<file path="src/rtl/core/tdpu_pkg.sv">
// ----------------------------------------------------------------------------
// tdpu_pkg
// Shared types and operation codes of the Thumb data-processing unit.
// ----------------------------------------------------------------------------
package tdpu_pkg;

  localparam int unsigned DataW = 32;
  localparam int unsigned RegIdxW = 3;

  typedef logic [1:0] shift_kind_t;
  localparam shift_kind_t SH_LSL = 2'd0;
  localparam shift_kind_t SH_LSR = 2'd1;
  localparam shift_kind_t SH_ASR = 2'd2;
  localparam shift_kind_t SH_ROR = 2'd3;

  typedef logic [1:0] imm_op_t;
  localparam imm_op_t IMM_MOV = 2'd0;
  localparam imm_op_t IMM_CMP = 2'd1;
  localparam imm_op_t IMM_ADD = 2'd2;
  localparam imm_op_t IMM_SUB = 2'd3;

  typedef logic [3:0] alu_op_t;
  localparam alu_op_t ALU_AND = 4'h0;
  localparam alu_op_t ALU_EOR = 4'h1;
  localparam alu_op_t ALU_LSL = 4'h2;
  localparam alu_op_t ALU_LSR = 4'h3;
  localparam alu_op_t ALU_ASR = 4'h4;
  localparam alu_op_t ALU_ADC = 4'h5;
  localparam alu_op_t ALU_SBC = 4'h6;
  localparam alu_op_t ALU_ROR = 4'h7;
  localparam alu_op_t ALU_TST = 4'h8;
  localparam alu_op_t ALU_NEG = 4'h9;
  localparam alu_op_t ALU_CMP = 4'hA;
  localparam alu_op_t ALU_CMN = 4'hB;
  localparam alu_op_t ALU_ORR = 4'hC;
  localparam alu_op_t ALU_MUL = 4'hD;
  localparam alu_op_t ALU_BIC = 4'hE;
  localparam alu_op_t ALU_MVN = 4'hF;

  localparam logic [5:0] FMT4_PREFIX = 6'b010000;
  localparam logic [2:0] FMT12_TOP = 3'b000;
  localparam logic [2:0] FMT3_TOP = 3'b001;
  localparam logic [1:0] FMT2_SEL = 2'b11;

  typedef struct packed {
    logic [15:0] opcode;
    logic [DataW-1:0] reg_2_0;
    logic [DataW-1:0] reg_5_3;
    logic [DataW-1:0] reg_8_6;
    logic [DataW-1:0] reg_10_8;
    logic carry;
    logic overflow;
  } exec_in_t;

  typedef struct packed {
    logic [DataW-1:0] result;
    logic [RegIdxW-1:0] dest_index;
    logic write_enable;
    logic flag_n;
    logic flag_z;
    logic flag_c;
    logic flag_v;
    logic unsupported;
  } exec_out_t;

endpackage

</file>
<file path="src/rtl/core/tdpu_shifter.sv">
// ----------------------------------------------------------------------------
// tdpu_shifter
// Barrel shifter with ARM carry-out rules for LSL, LSR, ASR and ROR.
// ----------------------------------------------------------------------------
module tdpu_shifter
  import tdpu_pkg::*;
(
  input  logic [DataW-1:0] value,
  input  shift_kind_t      kind,
  input  logic [7:0]       amount,
  input  logic             carry_in,
  output logic [DataW-1:0] shifted,
  output logic             carry_out
);

  logic             sign;
  logic             big;
  logic             exact;
  logic [4:0]       amt_lo;
  logic [DataW:0]   lsl_w;
  logic [DataW:0]   lsr_w;
  logic [DataW:0]   asr_w;
  logic [2*DataW-1:0] ror_w;

  assign sign   = value[DataW-1];
  assign amt_lo = amount[4:0];
  assign big    = (amount[7:5] != 3'd0);
  assign exact  = (amount == 8'd32);
  assign lsl_w  = {1'b0, value} << amt_lo;
  assign lsr_w  = {value, 1'b0} >> amt_lo;
  assign asr_w  = 33'($signed({value, 1'b0}) >>> amt_lo);
  assign ror_w  = {value, value} >> amt_lo;

  always_comb begin
    shifted   = value;
    carry_out = carry_in;
    if (amount != 8'd0) begin
      case (kind)
        SH_LSL: begin
          if (!big) begin
            shifted   = lsl_w[DataW-1:0];
            carry_out = lsl_w[DataW];
          end else begin
            shifted   = '0;
            carry_out = exact & value[0];
          end
        end
        SH_LSR: begin
          if (!big) begin
            shifted   = lsr_w[DataW:1];
            carry_out = lsr_w[0];
          end else begin
            shifted   = '0;
            carry_out = exact & sign;
          end
        end
        SH_ASR: begin
          if (!big) begin
            shifted   = asr_w[DataW:1];
            carry_out = asr_w[0];
          end else begin
            shifted   = {DataW{sign}};
            carry_out = sign;
          end
        end
        default: begin
          shifted   = ror_w[DataW-1:0];
          carry_out = ror_w[DataW-1];
        end
      endcase
    end
  end

endmodule

</file>
<file path="src/rtl/core/tdpu_alu.sv">
// ----------------------------------------------------------------------------
// tdpu_alu
// Decode and execute of Thumb formats 1 to 4 for one registered instruction.
// ----------------------------------------------------------------------------
module tdpu_alu
  import tdpu_pkg::*;
(
  input  exec_in_t  ex_in,
  output exec_out_t ex_out
);

  logic [15:0]      op;
  logic             is_fmt2;
  logic             is_fmt1;
  logic             is_fmt3;
  logic             is_fmt4;
  alu_op_t          alu_op;
  shift_kind_t      sh_kind;
  logic [7:0]       sh_amt;
  logic [4:0]       imm5;
  logic [DataW-1:0] sh_val;
  logic [DataW-1:0] sh_res;
  logic             sh_c;
  logic [DataW-1:0] add_a;
  logic [DataW-1:0] add_b;
  logic             add_ci;
  logic [DataW:0]   add_sum;
  logic [DataW-1:0] add_res;
  logic             add_v;
  logic [DataW-1:0] mul_res;
  logic [DataW-1:0] imm8;
  logic [DataW-1:0] b2;

  assign op      = ex_in.opcode;
  assign is_fmt2 = (op[15:13] == FMT12_TOP) && (op[12:11] == FMT2_SEL);
  assign is_fmt1 = (op[15:13] == FMT12_TOP) && !is_fmt2;
  assign is_fmt3 = (op[15:13] == FMT3_TOP);
  assign is_fmt4 = (op[15:10] == FMT4_PREFIX);
  assign alu_op  = op[9:6];
  assign imm5    = op[10:6];
  assign imm8    = {24'd0, op[7:0]};
  assign b2      = op[10] ? {29'd0, op[8:6]} : ex_in.reg_8_6;

  always_comb begin
    if (is_fmt1) begin
      sh_kind = op[12:11];
      sh_val  = ex_in.reg_5_3;
      if ((op[12:11] != SH_LSL) && (imm5 == 5'd0)) begin
        sh_amt = 8'd32;
      end else begin
        sh_amt = {3'd0, imm5};
      end
    end else begin
      sh_val  = ex_in.reg_2_0;
      sh_amt  = ex_in.reg_5_3[7:0];
      case (alu_op)
        ALU_LSL: sh_kind = SH_LSL;
        ALU_LSR: sh_kind = SH_LSR;
        ALU_ASR: sh_kind = SH_ASR;
        default: sh_kind = SH_ROR;
      endcase
    end
  end

  tdpu_shifter u_shifter (
    .value     (sh_val),
    .kind      (sh_kind),
    .amount    (sh_amt),
    .carry_in  (ex_in.carry),
    .shifted   (sh_res),
    .carry_out (sh_c)
  );

  always_comb begin
    add_a  = ex_in.reg_2_0;
    add_b  = ex_in.reg_5_3;
    add_ci = 1'b0;
    if (is_fmt2) begin
      add_a  = ex_in.reg_5_3;
      add_b  = op[9] ? ~b2 : b2;
      add_ci = op[9];
    end else if (is_fmt3) begin
      add_a  = ex_in.reg_10_8;
      add_b  = (op[12:11] == IMM_ADD) ? imm8 : ~imm8;
      add_ci = (op[12:11] != IMM_ADD);
    end else begin
      case (alu_op)
        ALU_ADC: begin
          add_ci = ex_in.carry;
        end
        ALU_SBC: begin
          add_b  = ~ex_in.reg_5_3;
          add_ci = ex_in.carry;
        end
        ALU_NEG: begin
          add_a  = '0;
          add_b  = ~ex_in.reg_5_3;
          add_ci = 1'b1;
        end
        ALU_CMP: begin
          add_b  = ~ex_in.reg_5_3;
          add_ci = 1'b1;
        end
        default: begin
          add_ci = 1'b0;
        end
      endcase
    end
  end

  assign add_sum = {1'b0, add_a} + {1'b0, add_b} + {{DataW{1'b0}}, add_ci};
  assign add_res = add_sum[DataW-1:0];
  assign add_v   = (add_a[DataW-1] ^ add_res[DataW-1]) & (add_b[DataW-1] ^ add_res[DataW-1]);
  assign mul_res = ex_in.reg_2_0 * ex_in.reg_5_3;

  always_comb begin
    ex_out.result       = '0;
    ex_out.dest_index   = op[2:0];
    ex_out.write_enable = 1'b1;
    ex_out.flag_c       = ex_in.carry;
    ex_out.flag_v       = ex_in.overflow;
    ex_out.unsupported  = 1'b0;
    if (is_fmt2) begin
      ex_out.result = add_res;
      ex_out.flag_c = add_sum[DataW];
      ex_out.flag_v = add_v;
    end else if (is_fmt1) begin
      ex_out.result = sh_res;
      ex_out.flag_c = sh_c;
    end else if (is_fmt3) begin
      ex_out.dest_index = op[10:8];
      if (op[12:11] == IMM_MOV) begin
        ex_out.result = imm8;
      end else begin
        ex_out.result = add_res;
        ex_out.flag_c = add_sum[DataW];
        ex_out.flag_v = add_v;
      end
      if (op[12:11] == IMM_CMP) begin
        ex_out.write_enable = 1'b0;
      end
    end else if (is_fmt4) begin
      case (alu_op)
        ALU_AND, ALU_TST: ex_out.result = ex_in.reg_2_0 & ex_in.reg_5_3;
        ALU_EOR: ex_out.result = ex_in.reg_2_0 ^ ex_in.reg_5_3;
        ALU_ORR: ex_out.result = ex_in.reg_2_0 | ex_in.reg_5_3;
        ALU_BIC: ex_out.result = ex_in.reg_2_0 & ~ex_in.reg_5_3;
        ALU_MVN: ex_out.result = ~ex_in.reg_5_3;
        ALU_MUL: ex_out.result = mul_res;
        ALU_LSL, ALU_LSR, ALU_ASR, ALU_ROR: begin
          ex_out.result = sh_res;
          ex_out.flag_c = sh_c;
        end
        default: begin
          ex_out.result = add_res;
          ex_out.flag_c = add_sum[DataW];
          ex_out.flag_v = add_v;
        end
      endcase
      if ((alu_op == ALU_TST) || (alu_op == ALU_CMP) || (alu_op == ALU_CMN)) begin
        ex_out.write_enable = 1'b0;
      end
    end else begin
      ex_out.dest_index   = '0;
      ex_out.write_enable = 1'b0;
      ex_out.unsupported  = 1'b1;
    end
    ex_out.flag_n = !ex_out.unsupported && ex_out.result[DataW-1];
    ex_out.flag_z = !ex_out.unsupported && (ex_out.result == '0);
  end

endmodule

</file>
<file path="src/rtl/core/thumb_data_processing_unit.sv">
// ----------------------------------------------------------------------------
// thumb_data_processing_unit
// Executes Thumb shift, add/subtract, immediate and register ALU instructions.
//
//   Port group   Direction   Beat contents
//   in_*         input       instruction halfword, four operand values, C, V
//   out_*        output      result, destination, write enable, flags, status
//
// An instruction beat is registered, executed, and its result registered.
// One beat is taken every cycle unless both registers are full and out_ready
// stalls; execute, 32 by 32 multiplier included, is combinational between the
// two registers. A stall on out_ready holds both registers, and in_ready falls
// only when both are full. rst_n clears both valid bits.
// ----------------------------------------------------------------------------
module thumb_data_processing_unit
  import tdpu_pkg::*;
(
  input  logic                clk,
  input  logic                rst_n,
  input  logic                in_valid,
  output logic                in_ready,
  input  logic [15:0]         in_opcode,
  input  logic [DataW-1:0]    in_reg_at_bits_2_0,
  input  logic [DataW-1:0]    in_reg_at_bits_5_3,
  input  logic [DataW-1:0]    in_reg_at_bits_8_6,
  input  logic [DataW-1:0]    in_reg_at_bits_10_8,
  input  logic                in_carry_in,
  input  logic                in_overflow_in,
  output logic                out_valid,
  input  logic                out_ready,
  output logic [DataW-1:0]    out_result,
  output logic [RegIdxW-1:0]  out_dest_index,
  output logic                out_write_enable,
  output logic                out_flag_n,
  output logic                out_flag_z,
  output logic                out_flag_c,
  output logic                out_flag_v,
  output logic                out_unsupported
);

  logic      s1_valid_r;
  logic      out_valid_r;
  exec_in_t  s1_data_r;
  exec_out_t out_data_r;
  exec_out_t ex_res;
  logic      out_load;
  logic      s1_load;

  assign out_load = s1_valid_r && (!out_valid_r || out_ready);
  assign in_ready = !s1_valid_r || out_load;
  assign s1_load  = in_valid && in_ready;

  always_ff @(posedge clk) begin
    if (!rst_n) begin
      s1_valid_r  <= 1'b0;
      out_valid_r <= 1'b0;
    end else begin
      if (in_ready) begin
        s1_valid_r <= in_valid;
      end
      if (!out_valid_r || out_ready) begin
        out_valid_r <= s1_valid_r;
      end
    end
  end

  always_ff @(posedge clk) begin
    if (s1_load) begin
      s1_data_r <= '{opcode:   in_opcode,
                     reg_2_0:  in_reg_at_bits_2_0,
                     reg_5_3:  in_reg_at_bits_5_3,
                     reg_8_6:  in_reg_at_bits_8_6,
                     reg_10_8: in_reg_at_bits_10_8,
                     carry:    in_carry_in,
                     overflow: in_overflow_in};
    end
    if (out_load) begin
      out_data_r <= ex_res;
    end
  end

  tdpu_alu u_alu (
    .ex_in  (s1_data_r),
    .ex_out (ex_res)
  );

  assign out_valid        = out_valid_r;
  assign out_result       = out_data_r.result;
  assign out_dest_index   = out_data_r.dest_index;
  assign out_write_enable = out_data_r.write_enable;
  assign out_flag_n       = out_data_r.flag_n;
  assign out_flag_z       = out_data_r.flag_z;
  assign out_flag_c       = out_data_r.flag_c;
  assign out_flag_v       = out_data_r.flag_v;
  assign out_unsupported  = out_data_r.unsupported;

  a_unsup_quiet: assert property (@(posedge clk) disable iff (!rst_n)
    (out_valid && out_unsupported) |->
      (!out_write_enable && (out_dest_index == '0) && !out_flag_n && !out_flag_z))
    else $error("unsupported result carries a write or N/Z");

  a_zero_flag: assert property (@(posedge clk) disable iff (!rst_n)
    (out_valid && !out_unsupported) |-> (out_flag_z == (out_result == '0)))
    else $error("Z flag does not match result");

  a_neg_flag: assert property (@(posedge clk) disable iff (!rst_n)
    (out_valid && !out_unsupported) |-> (out_flag_n == out_result[DataW-1]))
    else $error("N flag does not match result");

  a_full_stall: assert property (@(posedge clk) disable iff (!rst_n)
    (s1_valid_r && out_valid_r && !out_ready) |-> !in_ready)
    else $error("beat accepted while both stages are full and stalled");

endmodule

</file>
<file path="config.mk">
export PLATFORM = sky130hd
export DESIGN_NAME = thumb_data_processing_unit
export DESIGN_NICKNAME = d
export VERILOG_FILES = /design/src/rtl/core/tdpu_pkg.sv /design/src/rtl/core/tdpu_shifter.sv /design/src/rtl/core/tdpu_alu.sv /design/src/rtl/core/thumb_data_processing_unit.sv
export SDC_FILE = /design/constraint.sdc
export NUM_CORES = 2
export LEC_CHECK = 0
export ABC_CLOCK_PERIOD_IN_PS = 11500
export BUFFER_PORTS_ARGS = -buffer_cell sky130_fd_sc_hd__buf_2
export CAP_MARGIN = 20
export CORE_MARGIN = 10
export CORE_UTILIZATION = 30
export CTS_CLUSTER_SIZE = 30
export DETAILED_ROUTE_END_ITERATION = 10
export PLACE_DENSITY_LB_ADDON = 0.25
export SLEW_MARGIN = 20
export SYNTH_ARGS = -nofsm -noshare
export SYNTH_HDL_FRONTEND = slang
export SYNTH_SLANG_ARGS = --single-unit
</file>
<file path="constraint.sdc">
create_clock -name clk -period 11.5 [get_ports clk]
set_clock_uncertainty 0.1 [all_clocks]
set_input_delay 2.3 -clock clk [delete_from_list [all_inputs] [get_ports clk]]
set_output_delay 2.3 -clock clk [all_outputs]
set_load 0.005 [all_outputs]
</file>
# [Yosys cells after proc, flatten, opt, wreduce, memory -nomap -nowiden]
# Index checks and enable logic that the tools add are counted.
[totals] register_bits=189 in_bits=150 word_cells=142
[op_classes] add_sub_neg=2 mul=1 eq_ne=24 n_shift=4 muxes=50 bitwise=12 reduce_logical=32
[ops] cell="32-bit two-way mux" count=18
[ops] cell="32-bit case mux with 7 select lines" count=1
[ops] cell="32-bit case mux with 3 select lines" count=1
[ops] cell="32-bit AND" count=2
[ops] cell="32-bit NOT" count=2
[ops] cell="64-bit by 5-bit right shift with 32-bit output" count=1
[ops] cell="36-bit two-way mux" count=1
[ops] cell="32-bit by 32-bit adder with 33-bit output" count=1
[ops] cell="33-bit by 1-bit adder with 33-bit output" count=1
[ops] cell="32-bit by 5-bit << shifter with 33-bit output" count=1
[ops] cell="33-bit by 5-bit right shift with 33-bit output" count=1
[ops] cell="33-bit by 5-bit >>> shifter with 33-bit output" count=1
[ops] cell="4-bit == test (second input constant)" count=8
[ops] cell="32-bit zero test" count=1
[ops] cell="32-bit by 32-bit multiplier with 32-bit output" count=1
[ops] cell="8-bit NOT with 32-bit output" count=1
[ops] cell="32-bit OR" count=1
[ops] cell="32-bit XOR" count=1
[ops] cell="4-bit by 3-bit == test with 1-bit output (second input constant)" count=4
[ops] cell="1-bit two-way mux" count=14
[ops] cell="2-bit two-way mux" count=6
[ops] cell="11-bit OR reduction" count=1
[ops] cell="4-bit by 2-bit == test with 1-bit output (second input constant)" count=2
[ops] cell="8-bit by 6-bit == test with 1-bit output (second input constant)" count=1
[ops] cell="29 further kinds" count=53

# [Depth between registers and ports, before layout]
[logic_depth] ltp_word=17 ltp_mapped=34 depth_no_buf=30

# [Hierarchy]
# From an unflattened synthesis, not the netlist that was laid out.
[hier_totals] hier_cells=4107 hier_area_um2=35119.9
[modules_own_cells] mod="tdpu_alu" n_inst=1 cells_per_inst=3172 area_each_um2=23944.2 seq_area_each_um2=0.0
[modules_own_cells] mod="thumb_data_processing_unit" n_inst=1 cells_per_inst=196 area_each_um2=5719.2 seq_area_each_um2=5655.4
[modules_own_cells] mod="tdpu_shifter" n_inst=1 cells_per_inst=739 area_each_um2=5456.5 seq_area_each_um2=0.0

# [Worst setup path before layout]
# Ideal clock, no wire load.
[synth_timing] path_kind="reg-to-reg" from="register s1_data_r[68] (netlist name)" to="register out_data_r, in the netlist out_flag_z, data pin" setup_ns=0.170 arrival_time_ns=8.402 t_required_ns=11.230 setup_slack_ns=2.828 stages_incl_launch_ff=30 synth_period_minus_slack_ns=8.672 path_cell_list="edfxtp_1 -> inv_2 -> clkbuf_1 -> clkbuf_1 -> clkbuf_1 -> nor2_1 -> fa_1 -> inv_1 -> fa_1 -> fa_1 -> fa_1 -> inv_1 -> ha_1 -> ha_1 -> fa_1 -> fa_1 -> ha_1 -> clkbuf_1 -> a2111oi_0 -> a211o_1 -> a21boi_1 -> o31ai_1 -> o21ai_1 -> a31oi_1 -> o21ai_0 -> xnor2_1 -> a222oi_1 -> nand2_1 -> o2bb2ai_1 -> nor4_2"
[synth_lines] element="start, declared" line_no="thumb_data_processing_unit.sv:43" rtl="exec_in_t s1_data_r;"
[synth_lines] element="start signal, assigned" line_no="thumb_data_processing_unit.sv:69" rtl="s1_data_r <= '{opcode: in_opcode,"
[synth_lines] element="end signal, assigned" line_no="thumb_data_processing_unit.sv:78" rtl="out_data_r <= ex_res;"
[synth_lines] element="end, declared" line_no="thumb_data_processing_unit.sv:44" rtl="exec_out_t out_data_r;"

==> results.tsv <==
stage	metric	value	unit
floorplan	die_area	0.1384	mm²
routing	met2_wirelength	92780	µm
pwr	p_sw	9.120	mW
global_routing	grt_overflow_total	0	
timing	grt_setup_unrepaired	false	
pwr	p_clk_share	4.3	%
clocking	cts-resized-gates	0	
critical_path	reg_to_reg_start	s1_data_r[112]$_DFFE_PP_	
critical_path	worst_ep_required_time	11.79	ns
placed_design	pre_cts_ws	2.149	ns
pwr	p_sw_share	59.43	%
critical_path	critPathMostFrequentCell	sky130_fd_sc_hd__fa_1	
layout	syn_to_final_growth	10.20	%
floorplan	overall_die_height	372.0	µm
critical_path	critical_path.max_fanout	20	
timing	hold_viol_final	0	
pwr	leakage	17.18	nW
yosys	synth_nets	5067	
global_routing	grt_antenna_before_repair	13	
yosys	synth.yosys.seq_area_share	15.21	%
layout	share_of_layout_cells_above_drive_strength_1	14.40	%
clocking	total_cts_buffers	17	
routing	wire_per_inst	36.85	µm
timing	post-route-min-period	9.561	ns
critical_path	worstSetupStartpointType	flop	
routing	first_drt_iteration_drcs	5242	
routing	drtAntennaViolNets	0	
pwr	ir_worst_vdd	0.6070	mV
floorplan	die_w	372.0	µm
yosys	synth_edf_count	187	
yosys	yosys.cell_count.top_type	sky130_fd_sc_hd__nor2_1	
global_routing	first_global_vias	37327	
timing	setup_viol	0	
placed_design	io_buffer_count	192	
hold_path	min_path_type	flop to flop	
critical_path	gate_family_responsible_for_the_most_delay_along_the_worst_path	adder cells	
run_status	result_of_the_run	finished, final reports clean	
clocking	clk_transition_reported_paths	0.09	ns
timing	worst-slew-pin-transition	1.278	ns
yosys	netlist_area	0.03718	mm²
critical_path	max_stage_delay	0.72	ns
routing	drt_first_pass_iters	9	
global_routing	grt_start_max_net_pins	108	
yosys	yosys_most_used_dff	sky130_fd_sc_hd__edfxtp_1	
yosys	synthesis.area_per_instance	8.635	µm²
yosys	synth-async-reset-ratio	0	%
routing	detailed_route_vias_per_instance	6.223	
routing	drc	0	
yosys	synth.top_cells.by_area	sky130_fd_sc_hd__fa_1 22%, sky130_fd_sc_hd__edfxtp_1 15%, sky130_fd_sc_hd__ha_1 6.8%, sky130_fd_sc_hd__mux4_2 6.0%, sky130_fd_sc_hd__nor2_1 5.2%	
yosys	post_synth_num_cell_types	102	
clocking	cts.sinks	189	
clocking	ctsHtreeMaxLevel	4	
timing	max_freq	0.1046	GHz
pwr	seqPwrFrac	5.5	%
clocking	tritoncts	built	
routing	wl_met1	86520	µm
global_routing	grt_first_pass_wirelength	303900	µm
timing	fin_ws	1.939	ns
timing	final.period_utilization	83.14	%
yosys	synth_largest_type_area_fraction	22.08	%
pwr	intPower	6.225	mW
pwr	power-per-cell-area	374.6	mW/mm²
job	max-cap-violations	0	
critical_path	critical_path.startpoint	s1_data_r[112]$_DFFE_PP_	
layout	final_core_util	33.18	%
pwr	power_frac_comb	90.2	%
floorplan	core_area	0.1235	mm²
yosys	ys_seq_elements	189	
clocking	clock_tree.buffer_depth	2	
clocking	total_of_hold_buffers_inserted_after_clock_tree_synthesis	0	
critical_path	worstSetupPathType	flop to flop	
layout	nets	5124	
floorplan	num_rows	129	
global_routing	groute.usage.overall	31.33	%
timing	slew_headroom	14.83	%
placed_design	gpl.final_weighted_congestion	1.053	
timing	setup_tns	0	ns
critical_path	critical-path-slowest-cell	sky130_fd_sc_hd__mux2i_1	
routing	highest-signal-layer	met5	
clocking	clk_latency	0.57	ns
yosys	netlist_top_cells_count	515 x sky130_fd_sc_hd__nor2_1, 448 x sky130_fd_sc_hd__inv_1, 443 x sky130_fd_sc_hd__nand2_1, 410 x sky130_fd_sc_hd__fa_1, 234 x sky130_fd_sc_hd__clkbuf_1	
routing	drt_wl_total	221700	µm
clocking	cts.root.buffer_cell	sky130_fd_sc_hd__clkbuf_16	
clocking	postCtsSetupRepairBufs	0	
routing	detailroute.via_count	37442	
timing	final-max-slew-violation-count	0	
placed_design	dp_hpwl	164500	µm
floorplan	initial_core_util	30.11	%
critical_path	worst_ep_arrival_time	9.85	ns
critical_path	critical_path.n_buffers_inverters	4	
floorplan	pin_count	193	
routing	detailroute.wirelength.met3	24850	µm
hold_path	hold_start	s1_valid_r$_SDFFE_PN0N_	
critical_path	worstSetupEndpointType	flop	
yosys	cell_type_with_the_highest_aggregate_area_in_the_netlist	sky130_fd_sc_hd__fa_1	
yosys	yosysWarningCount	0	
yosys	synthCells	4305	
-- power by group through the flow --
| stage | combinational (mW) | sequential, mW | clock (mW) |
|---|---|---|---|
| global placement | 13.5 | 0.860 | 0 |
| detailed placement | 13.4 | 0.860 | 0 |
| floorplan | 8.93 | 0.847 | 0 |
| global route | 14.9 | 0.847 | 0.693 |
| CTS | 13.5 | 0.844 | 0.676 |
| finish | 13.8 | 0.846 | 0.653 |
-- state kept, by name (all words and copies together) (netlist names) --
| name | count |
|---|---|
| out_result | 32 |
| out_dest_index | 3 |
| out_write_enable | 1 |
| s1_valid_r | 1 |
| out_valid | 1 |
| out_flag_n | 1 |
| s1_data_r | 146 |
| out_flag_v | 1 |
| out_flag_c | 1 |
| out_flag_z | 1 |
| out_unsupported | 1 |
-- area by class of cell --
type / instances / area [µm²]
Fill cell: 12997 / 82510
Clock buffer: 18 / 429.2
Antenna cell: 5 / 12.51
Tap cell: 1637 / 2048
Timing Repair Buffer: 398 / 2557
Sequential cell: 189 / 5655
Multi-Input combinational cell: 3287 / 28340
Inverter: 469 / 1760
Clock inverter: 14 / 166.4
-- cell families after synthesis --
| logic type | synth area share, % |
|---|---|
| AND/OR/NAND/NOR | 15.44 |
| AO/OA/AOI/OAI | 17.63 |
| buffers and inverters | 8.838 |
| adder cells (fa/ha/maj) | 28.88 |
| multiplexers | 9.875 |
| flip-flops | 15.21 |
| XOR/XNOR | 4.123 |
-- layout by cell type, fill, tap and decap left out, types with 45 or more instances in the layout --
| cell | n |
|---|---|
| sky130_fd_sc_hd__fa_1 | 410 |
| sky130_fd_sc_hd__a21oi_1 | 222 |
| sky130_fd_sc_hd__nor2b_1 | 45 |
| sky130_fd_sc_hd__mux2i_1 | 91 |
| sky130_fd_sc_hd__o21ai_0 | 154 |
| sky130_fd_sc_hd__inv_1 | 448 |
| sky130_fd_sc_hd__a211oi_1 | 78 |
| sky130_fd_sc_hd__nor3_1 | 81 |
| sky130_fd_sc_hd__edfxtp_1 | 187 |
| sky130_fd_sc_hd__nor2_1 | 514 |
| sky130_fd_sc_hd__buf_2 | 192 |
| sky130_fd_sc_hd__buf_4 | 202 |
| sky130_fd_sc_hd__xnor2_1 | 147 |
| sky130_fd_sc_hd__nand3_1 | 71 |
| sky130_fd_sc_hd__nand2_1 | 443 |
| sky130_fd_sc_hd__mux4_2 | 99 |
| sky130_fd_sc_hd__a221oi_1 | 52 |
| sky130_fd_sc_hd__ha_1 | 202 |
-- metrics by stage --
step / power (mW) / hold slack (ns) / std cells / area (µm²)
after floorplan: 9.772 / 0.3768 / 4305 / 37180
after global placement: 14.37 / 0.4160 / 5979 / 40320
after detailed placement: 14.30 / 0.4176 / 5980 / 40360
after CTS: 15.07 / 0.4460 / 6012 / 40950
after global routing: 16.40 / 0.4860 / 6012 / 40960
final: 15.34 / 0.4410 / 6017 / 40970
-- metal layers --
metal  up-vias  GRT usage (%)
met5         -              0
met2      2694          45.57
met1     18892          40.22
met3       739          9.014
met4         6          20.36
li1      15111              -
-- path summary, 6_finish.rpt --
path / to / slack, ns / cells past startpoint
worst max register to register: out_flag_z$_DFFE_PP_ / 1.94 / 26
worst min-delay path: out_valid$_SDFFE_PN0P_ / 0.44 / 1
worst max-delay path: out_flag_z$_DFFE_PP_ / 1.94 / 26
worst min register to register: out_valid$_SDFFE_PN0P_ / 0.44 / 1
Note: power is estimated with default switching activity, not from simulation.
